## src/i86dec_pkg.sv

```systemverilog
// ----------------------------------------------------------------------------
// i86dec_pkg
// Types, constants and opcode tables shared by the instruction decoder.
// ----------------------------------------------------------------------------
package i86dec_pkg;

  localparam int unsigned MaxPrefixesDef = 14;

  typedef struct packed {
    logic [7:0]  code_byte;
    logic [15:0] byte_address;
    logic        begin_req;
  } dec_in_t;

  typedef struct packed {
    logic [5:0]  op_class;
    logic [3:0]  variant;
    logic [7:0]  flag_bits;
    logic        word_operand;
    logic [1:0]  mode_field;
    logic [2:0]  reg_field;
    logic [2:0]  rm_field;
    logic [1:0]  segment;
    logic [15:0] displacement;
    logic [15:0] immediate;
    logic [15:0] immediate_two;
    logic [4:0]  length;
  } dec_out_t;

  typedef enum logic [3:0] {
    PH_OPCODE  = 4'd0,
    PH_MODRM   = 4'd1,
    PH_DISP_LO = 4'd2,
    PH_DISP_HI = 4'd3,
    PH_OPND_LO = 4'd4,
    PH_OPND_HI = 4'd5,
    PH_SEG_LO  = 4'd6,
    PH_SEG_HI  = 4'd7
  } phase_t;

  localparam logic [2:0] K_NONE = 3'd0;
  localparam logic [2:0] K_IB   = 3'd1;
  localparam logic [2:0] K_IW   = 3'd2;
  localparam logic [2:0] K_SB   = 3'd3;
  localparam logic [2:0] K_J8   = 3'd4;
  localparam logic [2:0] K_JW   = 3'd5;
  localparam logic [2:0] K_DA   = 3'd6;
  localparam logic [2:0] K_FP   = 3'd7;

  localparam logic [10:0] F_MRM = 11'h008;
  localparam logic [10:0] F_XR  = 11'h010;
  localparam logic [10:0] F_R3  = 11'h020;
  localparam logic [10:0] F_LO  = 11'h040;
  localparam logic [10:0] F_SP  = 11'h080;
  localparam logic [10:0] F_IM  = 11'h100;
  localparam logic [10:0] F_DR  = 11'h200;
  localparam logic [10:0] F_W   = 11'h400;

  localparam logic [7:0] FL_MODRM  = 8'h01;
  localparam logic [7:0] FL_MEM    = 8'h02;
  localparam logic [7:0] FL_SEGOVR = 8'h04;
  localparam logic [7:0] FL_LOCK   = 8'h08;
  localparam logic [7:0] FL_REPNE  = 8'h10;
  localparam logic [7:0] FL_REP    = 8'h20;
  localparam logic [7:0] FL_IMM    = 8'h40;
  localparam logic [7:0] FL_DIR    = 8'h80;

  localparam logic [5:0] C_INC   = 6'd8;
  localparam logic [5:0] C_DEC   = 6'd9;
  localparam logic [5:0] C_PUSH  = 6'd10;
  localparam logic [5:0] C_TEST  = 6'd13;
  localparam logic [5:0] C_CALLI = 6'd46;
  localparam logic [5:0] C_JMPI  = 6'd47;
  localparam logic [5:0] C_NOT   = 6'd48;
  localparam logic [5:0] C_NEG   = 6'd49;
  localparam logic [5:0] C_MULDV = 6'd50;

  function automatic logic [5:0] class_of(input logic [7:0] b);
    logic [5:0] c;
    c = 6'd0;
    if (b < 8'h40) begin
      case (b[2:0])
        3'd6: c = (b[5]) ? 6'd0 : 6'd2;
        3'd7: c = (b[5]) ? 6'(6'd4 + {4'd0, b[4:3]}) : 6'd3;
        default: c = 6'd1;
      endcase
    end else if (b < 8'h60) begin
      c = 6'(6'd8 + {4'd0, b[4:3]});
    end else if (b < 8'h70) begin
      c = 6'd12;
    end else if (b < 8'h80) begin
      c = 6'd12;
    end else begin
      case (b)
        8'h80, 8'h81, 8'h82, 8'h83: c = 6'd1;
        8'h84, 8'h85, 8'ha8, 8'ha9: c = 6'd13;
        8'h86, 8'h87: c = 6'd14;
        8'h88, 8'h89, 8'h8a, 8'h8b, 8'hc6, 8'hc7: c = 6'd15;
        8'h8c, 8'h8e: c = 6'd16;
        8'h8d: c = 6'd17;
        8'h8f: c = 6'd11;
        8'h90: c = 6'd18;
        8'h98: c = 6'd19;
        8'h99: c = 6'd20;
        8'h9a: c = 6'd21;
        8'h9b: c = 6'd22;
        8'h9c: c = 6'd23;
        8'h9d: c = 6'd24;
        8'h9e: c = 6'd25;
        8'h9f: c = 6'd26;
        8'hc0, 8'hc1, 8'hc2, 8'hc3: c = 6'd28;
        8'hc4, 8'hc5: c = 6'd29;
        8'hc8, 8'hc9, 8'hca, 8'hcb: c = 6'd30;
        8'hcc, 8'hcd: c = 6'd31;
        8'hce: c = 6'd32;
        8'hcf: c = 6'd33;
        8'hd0, 8'hd1, 8'hd2, 8'hd3: c = 6'd34;
        8'hd4: c = 6'd35;
        8'hd5: c = 6'd36;
        8'hd6: c = 6'd0;
        8'hd7: c = 6'd37;
        8'he0, 8'he1, 8'he2, 8'he3: c = 6'd39;
        8'he8: c = 6'd41;
        8'he9, 8'heb: c = 6'd42;
        8'hea: c = 6'd43;
        8'hf4: c = 6'd44;
        8'hf5, 8'hf8, 8'hf9, 8'hfa, 8'hfb, 8'hfc, 8'hfd: c = 6'd45;
        default: begin
          if (b >= 8'h91 && b <= 8'h97) c = 6'd14;
          else if (b >= 8'ha0 && b <= 8'ha3) c = 6'd15;
          else if (b >= 8'ha4 && b <= 8'haf) c = 6'd27;
          else if (b >= 8'hb0 && b <= 8'hbf) c = 6'd15;
          else if (b >= 8'hd8 && b <= 8'hdf) c = 6'd38;
          else if (b >= 8'he4 && b <= 8'he7) c = 6'd40;
          else if (b >= 8'hec && b <= 8'hef) c = 6'd40;
          else c = 6'd0;
        end
      endcase
    end
    return c;
  endfunction

  function automatic logic [3:0] var_of(input logic [7:0] b);
    logic [3:0] v;
    v = 4'd0;
    if (b < 8'h40) begin
      if (b < 8'h20 || b[2:1] != 2'b11) v = {1'b0, b[5:3]};
    end else if (b >= 8'h60 && b < 8'h80) begin
      v = b[3:0];
    end else begin
      case (b)
        8'ha6, 8'ha7: v = 4'd1;
        8'haa, 8'hab: v = 4'd2;
        8'hac, 8'had: v = 4'd3;
        8'hae, 8'haf: v = 4'd4;
        8'hc5: v = 4'd3;
        8'he1, 8'he6, 8'he7, 8'hf9, 8'hfb, 8'hfd: v = 4'd1;
        8'he2, 8'hec, 8'hed, 8'hf5: v = 4'd2;
        8'he3, 8'hee, 8'hef: v = 4'd3;
        default: v = 4'd0;
      endcase
    end
    return v;
  endfunction

  // Form word: operand kind in bits 2:0, attribute flags above.
  function automatic logic [10:0] form_of(input logic [7:0] b);
    logic [10:0] f;
    f = 11'd0;
    if (b < 8'h40) begin
      case (b[2:0])
        3'd0: f = F_MRM;
        3'd1: f = F_MRM | F_W;
        3'd2: f = F_MRM | F_DR;
        3'd3: f = F_MRM | F_W | F_DR;
        3'd4: f = F_R3 | F_IM | 11'(K_IB);
        3'd5: f = F_R3 | F_W | F_IM | 11'(K_IW);
        default: f = 11'd0;
      endcase
    end else if (b < 8'h60) begin
      f = F_R3 | F_LO | F_W;
    end else if (b < 8'h80) begin
      f = 11'(K_J8);
    end else if (b >= 8'hb0 && b <= 8'hb7) begin
      f = F_R3 | F_LO | F_IM | 11'(K_IB);
    end else if (b >= 8'hb8 && b <= 8'hbf) begin
      f = F_R3 | F_LO | F_W | F_IM | 11'(K_IW);
    end else if (b >= 8'hd8 && b <= 8'hdf) begin
      f = F_MRM;
    end else if (b >= 8'h91 && b <= 8'h97) begin
      f = F_R3 | F_LO | F_W;
    end else begin
      case (b)
        8'h80: f = F_MRM | F_XR | F_IM | 11'(K_IB);
        8'h81: f = F_MRM | F_XR | F_W | F_IM | 11'(K_IW);
        8'h82: f = F_MRM | F_XR | F_IM | 11'(K_IB);
        8'h83: f = F_MRM | F_XR | F_W | F_IM | 11'(K_SB);
        8'h84, 8'h86, 8'h88: f = F_MRM;
        8'h85, 8'h87, 8'h89, 8'h8d, 8'h8f: f = F_MRM | F_W;
        8'h8a: f = F_MRM | F_DR;
        8'h8b: f = F_MRM | F_W | F_DR;
        8'h8c: f = F_MRM | F_W | F_SP;
        8'h8e: f = F_MRM | F_W | F_DR | F_SP;
        8'h9a, 8'hea: f = 11'(K_FP);
        8'ha0: f = F_DR | 11'(K_DA);
        8'ha1: f = F_W | F_DR | 11'(K_DA);
        8'ha2: f = 11'(K_DA);
        8'ha3: f = F_W | 11'(K_DA);
        8'ha5, 8'ha7, 8'hab, 8'had, 8'haf, 8'hed, 8'hef: f = F_W;
        8'he5, 8'he7: f = F_W | 11'(K_IB);
        8'ha8: f = F_R3 | F_IM | 11'(K_IB);
        8'ha9: f = F_R3 | F_W | F_IM | 11'(K_IW);
        8'hc0, 8'hc2, 8'hc8, 8'hca: f = F_IM | 11'(K_IW);
        8'hc4, 8'hc5: f = F_MRM | F_W;
        8'hc6: f = F_MRM | F_IM | 11'(K_IB);
        8'hc7: f = F_MRM | F_W | F_IM | 11'(K_IW);
        8'hcc: f = F_SP;
        8'hcd, 8'hd4, 8'hd5, 8'he4, 8'he6: f = 11'(K_IB);
        8'hd0, 8'hd2: f = F_MRM | F_XR | F_SP;
        8'hd1, 8'hd3: f = F_MRM | F_XR | F_SP | F_W;
        8'he0, 8'he1, 8'he2, 8'he3, 8'heb: f = 11'(K_J8);
        8'he8, 8'he9: f = 11'(K_JW);
        8'hf5, 8'hf8, 8'hf9, 8'hfa, 8'hfb, 8'hfc, 8'hfd: f = F_SP;
        8'hf6, 8'hfe: f = F_MRM | F_SP;
        8'hf7, 8'hff: f = F_MRM | F_W | F_SP;
        default: f = 11'd0;
      endcase
    end
    return f;
  endfunction

  function automatic logic [15:0] sx8(input logic [7:0] b);
    return {{8{b[7]}}, b};
  endfunction

endpackage

```

## src/i86dec_outreg.sv

```systemverilog
// ----------------------------------------------------------------------------
// i86dec_outreg
// Result register with a skid stage; input is blocked only while both slots are full.
// ----------------------------------------------------------------------------
module i86dec_outreg
  import i86dec_pkg::*;
(
  input  logic     clk,
  input  logic     rst_n,
  input  logic     wr_en,
  input  dec_out_t wr_data,
  output logic     full,
  output logic     out_valid,
  input  logic     out_stall,
  output dec_out_t out_data
);

  logic     v0_r, v1_r;
  dec_out_t d0_r, d1_r;
  logic     pop;

  assign pop = v0_r && !out_stall;
  assign out_valid = v0_r;
  assign out_data = d0_r;
  assign full = v1_r;

  always_ff @(posedge clk) begin
    if (!rst_n) begin
      v0_r <= 1'b0;
      v1_r <= 1'b0;
    end else begin
      if (!v0_r || pop) begin
        if (v1_r) begin
          v0_r <= 1'b1;
          v1_r <= wr_en;
        end else begin
          v0_r <= wr_en;
        end
      end else if (wr_en) begin
        v1_r <= 1'b1;
      end
    end
  end

  always_ff @(posedge clk) begin
    if (!v0_r || pop) begin
      if (v1_r) begin
        d0_r <= d1_r;
        if (wr_en) d1_r <= wr_data;
      end else if (wr_en) begin
        d0_r <= wr_data;
      end
    end else if (wr_en) begin
      d1_r <= wr_data;
    end
  end

endmodule

```

## config.mk

```make
export PLATFORM = sky130hd
export DESIGN_NAME = i86dec_outreg
export DESIGN_NICKNAME = d
export VERILOG_FILES = /design/src/i86dec_pkg.sv /design/src/i86dec_outreg.sv
export SDC_FILE = /design/constraint.sdc
export NUM_CORES = 1
export LEC_CHECK = 0
export ABC_AREA = 1
export CAP_MARGIN = 20
export CORE_MARGIN = 3
export CORE_UTILIZATION = 55
export CTS_BUF_LIST = sky130_fd_sc_hd__clkbuf_8
export CTS_CLUSTER_DIAMETER = 80
export CTS_CLUSTER_SIZE = 16
export DETAILED_ROUTE_END_ITERATION = 12
export DONT_BUFFER_PORTS = 1
export GPL_TIMING_DRIVEN = 0
export PLACE_DENSITY_LB_ADDON = 0.3
export SYNTH_ARGS = -nofsm -noshare
export SYNTH_HDL_FRONTEND = slang
export SYNTH_SLANG_ARGS = --single-unit
```

## constraint.sdc

```tcl
create_clock -name clk -period 6.6 [get_ports clk]
set_clock_uncertainty 0.1 [all_clocks]
set_input_delay 1.32 -clock clk [delete_from_list [all_inputs] [get_ports clk]]
set_output_delay 1.32 -clock clk [all_outputs]
set_load 0.005 [all_outputs]
```

==> summary.json, run 1 <==
{
  "yosys": {
    "synth_mux_area_share_pct": 0,
    "synth_top_family_by_area": "simple AND/OR/NAND/NOR gates",
    "synthArstFlopShare_pct": 0,
    "synth_simple_gate_area_share_pct": 15.5,
    "synth_fp_nets": 528,
    "yosys_most_used_dff": "sky130_fd_sc_hd__edfxtp_1",
    "synth_enable_flop_cells": 164,
    "yosys.area_share.xor_xnor_pct": 0,
    "synth_adder_area_share_pct": 0,
    "synthesized_area_divided_by_synthesized_cell_count_um2": 13.7,
    "yosysTopAreaCellShare_pct": 81.2,
    "ys_top_cells_by_area": "sky130_fd_sc_hd__edfxtp_1, sky130_fd_sc_hd__nand2_1, sky130_fd_sc_hd__buf_4",
    "synth-seq-area-share_pct": 81.9,
    "ys.warnings.count": 0,
    "synth_commonest_cells": "sky130_fd_sc_hd__nand2_1, sky130_fd_sc_hd__edfxtp_1, sky130_fd_sc_hd__buf_4, sky130_fd_sc_hd__inv_1, sky130_fd_sc_hd__buf_2",
    "post_synth_inst_count": 442,
    "ys_types": 10,
    "compound_gate_portion_of_the_synthesized_area_pct": 0.268,
    "synth.most_common_cell": "sky130_fd_sc_hd__nand2_1",
    "ys_seq_elements": 166,
    "synth_area_leader_cell": "sky130_fd_sc_hd__edfxtp_1",
    "post_synth_instance_area_mm2": 0.00606
  },
  "drt": {
    "detailed_routing_iterations_pass_1": 4,
    "route.detailed.wl_per_inst_um": 18.6,
    "route.final.wire_length_mm": 11.4,
    "detailedRoute.firstIterationViolations": 303,
    "final_antenna_net_count": 0,
    "drt_drc_violations_left": 0,
    "routed_via_density": 5.22,
    "routed-via-count": 3194
  },
  "placed_design": {
    "hpwlAfterDp_mm": 7.91,
    "number_of_buffers_inserted_by_port_buffering": 0,
    "post-place-cells": 582,
    "final_weighted_congestion_in_routability_driven_placement": 0.743
  },
  "worst_setup_path": {
    "critical_path.max_fanout": 27,
    "cp.buffers_inverters": 3,
    "critical_path.cell_chain": "nand2_1 > inv_1 > a21oi_4 > buf_16 > buf_16",
    "crit-reg2reg-capture": "out_data[53]$_DFFE_PP_",
    "r2r-start": "full$_SDFFE_PN0P_",
    "timing.setup.critical_path_class": "input pin to flip-flop",
    "arrival_worst_endpoint_ns": 2.50,
    "timing.critical_path.max_delay_family": "buffers and inverters",
    "crit_cells": 5,
    "critical_path.most_common_cell": "sky130_fd_sc_hd__buf_16",
    "critPathMaxStageDelay_ns": 0.54,
    "setup.worst_path.start_class": "input pin",
    "crit_path_end_kind": "flip-flop",
    "critical_path.slowest_cell": "sky130_fd_sc_hd__a21oi_4",
    "cp-endpoint": "out_data[53]$_DFFE_PP_",
    "timing.reg2reg.setup_slack_ns": 4.47,
    "crit_start": "out_stall",
    "timing.critical_path.required_ns": 6.62,
    "r2r_cells": 5
  },
  "job": {
    "drv_cap": 0
  },
  "sta": {
    "fmax_mhz": 403,
    "period_needed_ns": 2.48,
    "setup_total_negative_slack_ns": 0,
    "unrepaired_setup_endpoints_after_global_routing": "no",
    "max-slew-margin-rel_pct": 54.8,
    "worst_pin_slew_ns": 0.677,
    "hold_violations": 0,
    "final_min_period_over_clock_period_pct": 37.6,
    "timing_max_transition_violations_final": 0,
    "setup-violations-final": 0
  },
  "final_layout": {
    "filler_cells": 762,
    "antenna_cells": 0,
    "final_net_count": 551,
    "seq_area_mm2": 0.00496,
    "final_cells": 612,
    "finalCoreUtilization_pct": 64.3,
    "drive_above_1_share_pct": 10.5,
    "layout-area-overhead-vs-synth_pct": 11.5,
    "multi_input_comb_area_um2": 966
  },
  "global_routing": {
    "grt_start_max_net_pins": 47,
    "gr-total-overflow": 0,
    "antenna_found_initial": 0,
    "grtUsageTotal_pct": 19.1,
    "via_count_of_the_first_global_routing_pass": 3312,
    "global_route_wire_length_before_repair_mm": 18.1
  },
  "clock_network": {
    "ctsLongestPathBuffers": 2,
    "h-tree-depth": 4,
    "tritoncts.num_buffers": 17,
    "cts_root_buf": "sky130_fd_sc_hd__clkbuf_8",
    "clk_transition_reported_paths_ns": 0.08,
    "post_cts_repair_timing_setup_buffer_count": 0,
    "cts_hold_repair.buffers": 0,
    "cts.sink_count": 166,
    "tritoncts": "done",
    "worst_skew_pair_later_pin_latency_ns": 0.42,
    "post_cts.resized_instances": 0
  },
  "floorplan": {
    "initial_standard_cell_utilization_of_the_core_pct": 57.7,
    "dieHeight_um": 111,
    "design.core.area_mm2": 0.0105,
    "fp.dieW_um": 111,
    "row_count": 37,
    "die-area_mm2": 0.0123,
    "io_pins": 170
  },
  "run_status": {
    "outcome": "completed"
  },
  "power": {
    "vdd_drop_max_mv": 0.156,
    "cellPowerDensity_mw_per_mm2": 309,
    "leakage_nw": 2.64
  },
  "min_path": {
    "hold_path_class": "flip-flop to flip-flop"
  }
}
==> per-stage QoR <==
stage               power (W)  hold slack (ns)  setup slack, ns  cell area (µm²)
floorplan             0.00134            0.394            0.518             6060
global placement      0.00137            0.398            -1.24             6230
detailed placement    0.00138            0.402             3.67             6360
CTS                   0.00211            0.421             4.13             6760
global route          0.00217            0.443             4.07             6760
finish                0.00209            0.419             4.12             6760
==> state kept, by name (all words and copies together), names as in the netlist <==
name / flops
d1_r: 82
out_data: 82
full: 1
out_valid: 1
==> worst min-delay path: stages (launching register included) <==
cell and delay [ns]:
sky130_fd_sc_hd__edfxtp_1 0.33, sky130_fd_sc_hd__nand2_1 0.05, sky130_fd_sc_hd__nand2_1 0.05
==> cells in the final DEF (no fill, tap or decap) <==
cell / instances
sky130_fd_sc_hd__a21oi_1: 1
sky130_fd_sc_hd__a21oi_4: 1
sky130_fd_sc_hd__a31oi_1: 1
sky130_fd_sc_hd__buf_16: 4
sky130_fd_sc_hd__buf_2: 3
sky130_fd_sc_hd__buf_4: 14
sky130_fd_sc_hd__bufinv_16: 4
sky130_fd_sc_hd__clkbuf_1: 1
sky130_fd_sc_hd__clkbuf_8: 17
sky130_fd_sc_hd__clkinv_2: 2
sky130_fd_sc_hd__clkinv_4: 1
sky130_fd_sc_hd__clkinvlp_4: 2
sky130_fd_sc_hd__dfxtp_1: 2
sky130_fd_sc_hd__edfxtp_1: 164
sky130_fd_sc_hd__inv_1: 7
sky130_fd_sc_hd__inv_2: 1
sky130_fd_sc_hd__inv_4: 1
sky130_fd_sc_hd__nand2_1: 250
==> report_power, final <==
part	total (W)	internal, W	switching, W
sequential	0.00126	0.00123	0.0000280
combinational	0.0000888	0.0000299	0.0000589
clock	0.000738	0.000402	0.000336
==> metal layers <==
metal	part of all wire, %	GRT usage, %	up-vias
li1	-	-	1531
met4	1.9	7.06	0
met3	11	10.1	14
met5	0	0	-
met2	49	29.3	148
met1	38	23.2	1501
==> worst min path at each step <==
stage,to,slack [ns],startpoint,depth (start not counted)
global route,out_data[68]$_DFFE_PP_,0.44,d1_r[68]$_DFFE_PP_,2
detailed placement,out_data[53]$_DFFE_PP_,0.40,d1_r[53]$_DFFE_PP_,2
global placement,out_data[53]$_DFFE_PP_,0.40,d1_r[53]$_DFFE_PP_,2
finish,out_data[29]$_DFFE_PP_,0.42,d1_r[29]$_DFFE_PP_,2
floorplan,out_data[0]$_DFFE_PP_,0.39,d1_r[0]$_DFFE_PP_,2
CTS,out_data[29]$_DFFE_PP_,0.42,d1_r[29]$_DFFE_PP_,2
==> area by class of cell <==
cell class	instances	area share [%]
flip-flops and latches	166	73.5
plain buffers	18	1.83
clock inverters	13	2.50
clock buffers	17	3.46
inverters	5	0.315
repair buffers	4	1.63
well taps	136	2.52
multi-input cells	253	14.3
==> cell families (layout without fill, tap and decap cells) <==
group / Yosys count / count (layout)
compound gates: 3 / 3
buf+inv: 23 / 57
flops: 166 / 166
simple gates: 250 / 250
(Power assumes the default switching activity.)
==> run 2, diff against run 1 <==
==> constraint.sdc (replaced) <==
create_clock -name clk -period 2.1 [get_ports clk]
set_clock_uncertainty 0.1 [all_clocks]
set_input_delay 0.42 -clock clk [delete_from_list [all_inputs] [get_ports clk]]
set_output_delay 0.42 -clock clk [all_outputs]
set_load 0.005 [all_outputs]
==> summary.json, run 2 (same netlist as run 1, synthesis figures left out) <==
{
  "sta": {
    "unrepaired_setup_endpoints_after_global_routing": "no",
    "max-slew-margin-rel_pct": 51.8,
    "fmax_mhz": 551,
    "period_needed_ns": 1.81,
    "setup-violations-final": 0,
    "worst_pin_slew_ns": 0.723,
    "hold_violations": 0,
    "timing_max_transition_violations_final": 0,
    "final_min_period_over_clock_period_pct": 86.4
  },
  "drt": {
    "detailed_routing_iterations_pass_1": 4,
    "routed-via-count": 3683,
    "drt_drc_violations_left": 0,
    "route.final.wire_length_mm": 13.6,
    "detailedRoute.firstIterationViolations": 379,
    "routed_via_density": 5.28,
    "final_antenna_net_count": 0,
    "route.detailed.wl_per_inst_um": 19.4
  },
  "floorplan": {
    "design.core.area_mm2": 0.0105,
    "fp.dieW_um": 111,
    "die-area_mm2": 0.0123,
    "row_count": 37,
    "initial_standard_cell_utilization_of_the_core_pct": 57.7,
    "dieHeight_um": 111,
    "io_pins": 170
  },
  "worst_setup_path": {
    "critical_path.max_fanout": 31,
    "timing.critical_path.required_ns": 2.13,
    "timing.critical_path.max_delay_family": "buffers and inverters",
    "crit_path_end_kind": "flip-flop",
    "timing.setup.critical_path_class": "flip-flop to flip-flop",
    "crit_start": "full$_SDFFE_PN0P_",
    "arrival_worst_endpoint_ns": 1.84,
    "critical_path.cell_chain": "inv_2 > buf_6 > a21oi_4 > buf_12",
    "critPathMaxStageDelay_ns": 0.51,
    "r2r-start": "full$_SDFFE_PN0P_",
    "cp.buffers_inverters": 3,
    "setup.worst_path.start_class": "flip-flop",
    "critical_path.slowest_cell": "sky130_fd_sc_hd__a21oi_4"
  },
  "final_layout": {
    "most_frequent_cells_in_the_layout": "sky130_fd_sc_hd__nand2_1, sky130_fd_sc_hd__edfxtp_1, sky130_fd_sc_hd__dlygate4sd3_1, sky130_fd_sc_hd__clkbuf_8, sky130_fd_sc_hd__buf_4",
    "final_cells": 698,
    "final_net_count": 637,
    "drive_above_1_share_pct": 10.1,
    "layout-area-overhead-vs-synth_pct": 25.3,
    "leading_cell_type_in_the_layout_fill_and_taps_excluded": "sky130_fd_sc_hd__nand2_1",
    "finalCoreUtilization_pct": 72.3,
    "antenna_cells": 0
  },
  "clock_network": {
    "worst_skew_pair_later_pin_latency_ns": 0.44,
    "tritoncts": "done",
    "h-tree-depth": 4,
    "cts_root_buf": "sky130_fd_sc_hd__clkbuf_8",
    "ctsLongestPathBuffers": 2,
    "tritoncts.num_buffers": 17,
    "post_cts.resized_instances": 0,
    "cts.sink_count": 166,
    "clk_transition_reported_paths_ns": 0.08
  },
  "global_routing": {
    "via_count_of_the_first_global_routing_pass": 3888,
    "grt_start_max_net_pins": 33,
    "antenna_found_initial": 0,
    "global_route_wire_length_before_repair_mm": 21.2,
    "gr-total-overflow": 0,
    "grtUsageTotal_pct": 22.7
  },
  "run_status": {
    "outcome": "completed"
  },
  "min_path": {
    "worst_hold_startpoint": "wr_data[68]",
    "hold_path_class": "input pin to flip-flop"
  },
  "power": {
    "cellPowerDensity_mw_per_mm2": 885,
    "report.power.total_w": 0.00672,
    "vdd_drop_max_mv": 0.453,
    "leakage_nw": 2.98
  },
  "job": {
    "drv_cap": 0
  },
  "placed_design": {
    "final_weighted_congestion_in_routability_driven_placement": 0.778,
    "number_of_buffers_inserted_by_port_buffering": 0,
    "hpwlAfterDp_mm": 8.02,
    "post-place-cells": 582
  }
}
## run 2: changes by cell type in the layout (fill, tap and decap cells not counted), moves of 2 or more
cell,change
sky130_fd_sc_hd__dlygate4sd3_1,+83
sky130_fd_sc_hd__inv_1,-2
sky130_fd_sc_hd__nand2_1,-2
sky130_fd_sc_hd__buf_12,+4
sky130_fd_sc_hd__nand2_2,+2
sky130_fd_sc_hd__buf_16,-4
## run 2: path summary, 6_finish.rpt
| kind | end | slack, ns | depth (start not counted) |
|---|---|---|---|
| setup / recovery | out_data[54]$_DFFE_PP_ | 0.29 | 4 |
| hold / removal | out_data[68]$_DFFE_PP_ | 0.06 | 2 |
| hold reg to reg | out_data[32]$_DFFE_PP_ | 0.42 | 2 |
| setup reg to reg | out_data[54]$_DFFE_PP_ | 0.29 | 4 |
## run 2: what timing repair did
action	CTS	global route
gates cloned	2	0
setup buffers	0	1
endpoints found under the setup margin	58	1
pin swaps	1	0
hold buffers	83	0
endpoints found under the hold margin	84	0
## run 2: layer usage
metal	wire (µm)	track usage [%]
met1	5220	26.2
met4	274	7.72
met2	7020	39.5
met3	1030	8.19
met5	0	0
## run 2: report_power, final
| part | internal (W) | switching, W |
|---|---|---|
| sequential | 0.00387 | 0.0000920 |
| combinational | 0.000189 | 0.000224 |
| clock | 0.00126 | 0.00108 |
## run 2: layout make-up
class,instances,area [µm²]
buffer,18,130
clock inverter,13,168
tap,136,170
timing repair buffer,88,918
multi-input combinational,254,980
timing repair inverter,1,5.00
clock buffer,17,234
sequential,166,4970
fill,684,2920
inverter,5,22.5
## run 2: per-stage QoR
| step | hold slack, ns | area [µm²] | TNS (ns) | worst slack (ns) |
|---|---|---|---|---|
| after floorplan | 0.393 | 6090 | -46.89 | -0.318 |
| after global placement | 0.399 | 6260 | -155.31 | -0.958 |
| after detailed placement | 0.402 | 6340 | -1.39 | -0.0457 |
| after CTS | 0.0297 | 7590 | 0 | 0.0977 |
| after global routing | 0.0297 | 7590 | 0 | 0.155 |
| final | 0.0580 | 7590 | 0 | 0.285 |
